===== src/design/tlpt_ram.sv =====
`timescale 1ns / 1ps
// ----------------------------------------------------------------------------
// tlpt_ram
// Generic simple dual-port RAM: one write port, one registered read port.
// ----------------------------------------------------------------------------
module tlpt_ram #(
	parameter int WIDTH = 8,
	parameter int DEPTH = 256
) (
	input  logic                     clk,
	input  logic                     we,
	input  logic [$clog2(DEPTH)-1:0] waddr,
	input  logic [WIDTH-1:0]         wdata,
	input  logic [$clog2(DEPTH)-1:0] raddr,
	output logic [WIDTH-1:0]         rdata
);

	logic [WIDTH-1:0] mem [DEPTH];

	always_ff @(posedge clk) begin
		if (we) begin
			mem[waddr] <= wdata;
		end
		rdata <= mem[raddr];
	end

endmodule


===== config.mk =====
export PLATFORM = sky130hd
export DESIGN_NAME = tlpt_ram
export DESIGN_NICKNAME = d
export VERILOG_FILES = /design/src/design/tlpt_ram.sv
export SDC_FILE = /design/constraint.sdc
export NUM_CORES = 2
export LEC_CHECK = 0
export BUFFER_PORTS_ARGS = -buffer_cell sky130_fd_sc_hd__buf_2
export CAP_MARGIN = 15
export CORE_MARGIN = 10
export CORE_UTILIZATION = 63
export CTS_CLUSTER_SIZE = 20
export DETAILED_ROUTE_END_ITERATION = 10
export PLACE_DENSITY_LB_ADDON = 0.08
export RECOVER_POWER = 50
export SKIP_LAST_GASP = 1
export SYNTH_ARGS = -nofsm -noshare
export SYNTH_HDL_FRONTEND = slang
export SYNTH_SLANG_ARGS = --single-unit

===== constraint.sdc =====
create_clock -name clk -period 3.05 [get_ports clk]
set_input_delay 0.305 -clock clk [delete_from_list [all_inputs] [get_ports clk]]
set_output_delay 0.305 -clock clk [all_outputs]
set_load 0.05 [all_outputs]

After elaboration in Yosys (flattened, before gate mapping)
Memories as Yosys holds them, arrays and structs flattened. A register that Yosys moved wholly into a read port is not among the register bits.
Index checks and enable logic that the tools add are counted.

word-level totals
  memories = 1
  output and inout bits = 8
  memory bits (writable) = 2048
  bits in registers = 0
  input port bits = 26
  word-level logic and storage cells = 3

operators by class
  muxes and demuxes = 2

memories
  name  depth  width  read ports  clocked after Yosys merged registers in  write ports  line  text
  mem   256    8      1           1                                        1            18    logic [WIDTH-1:0] mem [DEPTH];

operators by type and width
  cell              count
  1-bit 2-to-1 mux  2

Depth between registers and ports, before layout
  depth after elaboration = 2
  mapped depth = 11
  mapped depth without buffers = 6

Worst setup path after synthesis
No wires, ideal clock.

  path kind = input -> register
  start point = input port raddr[0]
  end point = register rdata[2], read port of mem
  slack = 807 ps
  arrival time = 2112 ps
  library setup time = 131 ps
  path buffers = 4
  required time = 2919 ps
  stages on the path = 9
  cell sequence = buf_6 -> buf_12 -> buf_8 -> buf_2 -> mux4_2 -> a22oi_1 -> a21oi_1 -> nor4_1 -> nor4_2

RTL lines
  item         line  text
  from (decl)  14    input logic [$clog2(DEPTH)-1:0] raddr,
  to (decl)    15    output logic [WIDTH-1:0] rdata

Worst setup path after layout
  start point = input port waddr[1]
  end point = memory mem[132][6] (enable)

RTL lines
  item         line  text
  from (decl)  12    input logic [$clog2(DEPTH)-1:0] waddr,
  to (decl)    18

Straight into the memory's write port.

==> results by group <==
GRT
  • Total congestion overflow after global routing: 0
  • Vias in the first global route: 41,556
  • Pin count of the biggest net entering global routing: 110
  • Global Route Usage Sum: 28.5%
  • Global-route wire length before repair: 291,000 um
  • Number of antenna violations at the first check in global routing: 9

Cells and area
  • Final std cell area, no fill: 91,200 um2
  • Number of nets in the final layout: 4,270
  • Sequential cell area: 61,700 um2
  • Most common library cell in the layout ignoring fill and taps: edfxtp_1
  • Most used cells in the layout excluding fill and tap cells: 2,048 x edfxtp_1, 454 x mux4_2, 406 x buf_4
  • Synth-to-Final Area Change: 14.6%
  • Area of combinational cells with multiple inputs: 16,500 um2
  • Share of cells above drive strength 1: 28.5%
  • Fill cell instance count of the final layout: 7,238

Timing
  • Worst Max-Slew Pin Slew: 3.01 ns
  • Final hold slack: 0.274 ns
  • Final hold viol count: 0
  • Unrepaired setup endpoints after global routing: false
  • Final critical delay including setup and external delays: 2.87 ns
  • Clock skew after layout: 0.0416 ns
  • Portion of the clock cycle consumed by the worst path in the final layout: 94.0%
  • Achievable clock frequency: 349 MHz
  • Final count of pins violating max slew: 683
  • Remaining max-slew budget at the tightest pin: -101%
  • Total setup violations reported at the end of the flow: 0

Floorplanning
  • Die boundary width: 375 um
  • Total Die Area: 141,000 um2
  • Top-Level Pins: 34
  • Number of core rows: 130
  • Die outline height: 375 um
  • Area inside the core boundary: 126,000 um2
  • Initial Util: 63.4%

Logic synthesis
  • Seq/Total Area, Yosys: 77.5%
  • Number of flops mapped to enable cells by yosys: 2,048
  • Number of synthesis warnings: 0
  • Seq cells post-synth: 2,056
  • Mean post-synth cell area: 21.3 um2
  • Distinct cells, synth: 55
  • Cell count after synthesis: 3,733
  • Prevailing post-synth register cell: edfxtp_1
  • Post-synthesis instance area: 79,600 um2
  • Net count of the mapped netlist: 3,759
  • Asr flop ratio synth: 0%

Setup path
  • Setup crit end kind: register
  • Worst endpoint data arrival time: 3.27 ns
  • Element type at the critical path start: input port
  • Required @ worst endpoint: 3.45 ns
  • Crit Path Class: input port to register
  • Maximum fanout count along the critical path: 13

Routing
  • Ratio of routed vias to standard cells: 6.76
  • Average wire per standard cell: 32.8 um
  • Antenna Nets Post-Route: 0
  • Vias post-DR: 40,997
  • Routed wire length: 199,000 um
  • DRC violation count after routing: 0
  • First-pass detailed-route iteration total: 6
  • Number of design-rule violations left by the first detailed-router iteration: 5,680

CTS
  • Clock tree from TritonCTS: yes
  • Number of setup buffers added after CTS: 0
  • Clk Latency, worst-skew pair: 0.84 ns
  • Clock tree root driver cell: clkbuf_16
  • Deepest level of the CTS H-tree: 4
  • Clock buffer count from CTS: 197
  • Clock slew at reported path FFs: 0.06 ns
  • Max Root-Sink Buffers: 3
  • Clock sink count: 2,056

Pwr
  • Static leakage: 0.0292 uW
  • Max IR drop VDD: 0.703 mV
  • Clock network fraction of design power: 41.7%
  • Sw Share: 21.4%
  • Total power divided by cell area: 646 nW/um2
  • Part of the power in registers: 53.1%
  • Cell Int Power: 46,300 uW
  • Combinational share of power: 5.3%
  • Switching pwr: 12,600 uW

Run status
  • Failing checks: capacitance limit, slew limit
  • Outcome: complete, but fails checks

Placement
  • Final RePlAce weighted congestion: 0.883
  • Standard cell area after detailed placement: 85,000 um2
  • HPWL after detailed placement: 129,000 um
  • I/O Buffers: 33

Run
  • Max-cap viol count: 14

Min path
  • Type of the most critical hold path: input port to register
layer usage:
metal	part of all wire [%]	up-vias	wire length, um	global-route usage, %
met5	0.031	-	62	0
li1	-	16732	-	-
met1	38	21498	74900	40.7
met4	3.1	10	6210	9.06
met2	48	2399	95000	43.9
met3	11	358	22800	6.86
power by group through the flow:
stage               logic [uW]  clock network, uW  registers (uW)
finish                    3100              24500           31200
detailed placement        3120                  0           31800
floorplan                 1510                  0           31800
CTS                       3140              24800           31200
global route              3250              25900           31200
global placement          3040                  0           31800
sequential cells by signal, summed over array words and instances, names as in the netlist:
signal / flops
mem: 2048
rdata: 8
logic make-up (layout without fill, tap and decap cells):
group	count (synthesis)	count (layout)	share of synthesized area, %
DFF	2056	2056	77.5
other	0	1	0
muxes	591	591	14.6
and+or+nand+nor	466	466	2.63
buffers and inverters	235	913	1.83
AOI/OAI and AO/OA	385	385	3.42
worst max-delay path, stage by stage:
cell and delay (ns):
clkbuf_1 0.35, nor2_1 0.28, nand3_1 0.15, clkbuf_1 1.51
nor2_1 0.67
cell type report:
class	instances	area share (%)
Antenna cell	1	0.00274
Clock buffer	241	5.61
Clock inverter	125	1.55
Inverter	2	0.00823
Multi-Input combinational cell	1442	18.1
Sequential cell	2056	67.6
Tap cell	1650	2.26
Timing Repair Buffer	545	4.83
metrics by stage:
step	setup TNS, ns	power (uW)	std cells	worst slack, ns	utilization (%)
after floorplan	0	33400	3733	0.807	-
final	0	58900	6062	0.182	72.6
after global placement	-2.79	34800	5691	-0.823	67.7
after detailed placement	-2.27	34900	5692	-0.467	67.7
after global routing	0	60400	6062	0.0787	72.6
after CTS	0	59100	6061	0.168	72.9
cells in the mapped netlist (27+ instances only):
| master | count | share of area (%) |
|---|---|---|
| buf_4 | 27 | 0.25 |
| nand3_1 | 34 | 0.21 |
| a21oi_1 | 96 | 0.60 |
| o22ai_1 | 28 | 0.22 |
| buf_2 | 31 | 0.20 |
| o221ai_1 | 46 | 0.51 |
| edfxtp_1 | 2048 | 77 |
| a22oi_1 | 133 | 1.3 |
| mux4_2 | 454 | 13 |
| nor2b_1 | 31 | 0.24 |
| mux2i_1 | 134 | 1.7 |
| nor2_1 | 282 | 1.3 |
| clkbuf_1 | 111 | 0.52 |
| nand2_1 | 33 | 0.16 |
timing repair:
action	4_1_cts	5_1_grt
hold buffers	3	0
endpoints found under the hold margin	70	0
resized for setup	0	0
setup endpoints to repair	0	0
final timing paths:
path                            slack, ns  cells past startpoint               endpoint                   from
worst max register to register       0.24                      7       rdata[7]$_DFF_P_  mem[139][7]$_DFFE_PP_
worst max-delay path                 0.18                      5  mem[132][6]$_DFFE_PP_               waddr[1]
worst min register to register       1.09                      5       rdata[6]$_DFF_P_  mem[199][6]$_DFFE_PP_
worst min-delay path                 0.27                      4  mem[117][0]$_DFFE_PP_               waddr[4]
Note: power is estimated with default switching activity, not from simulation.
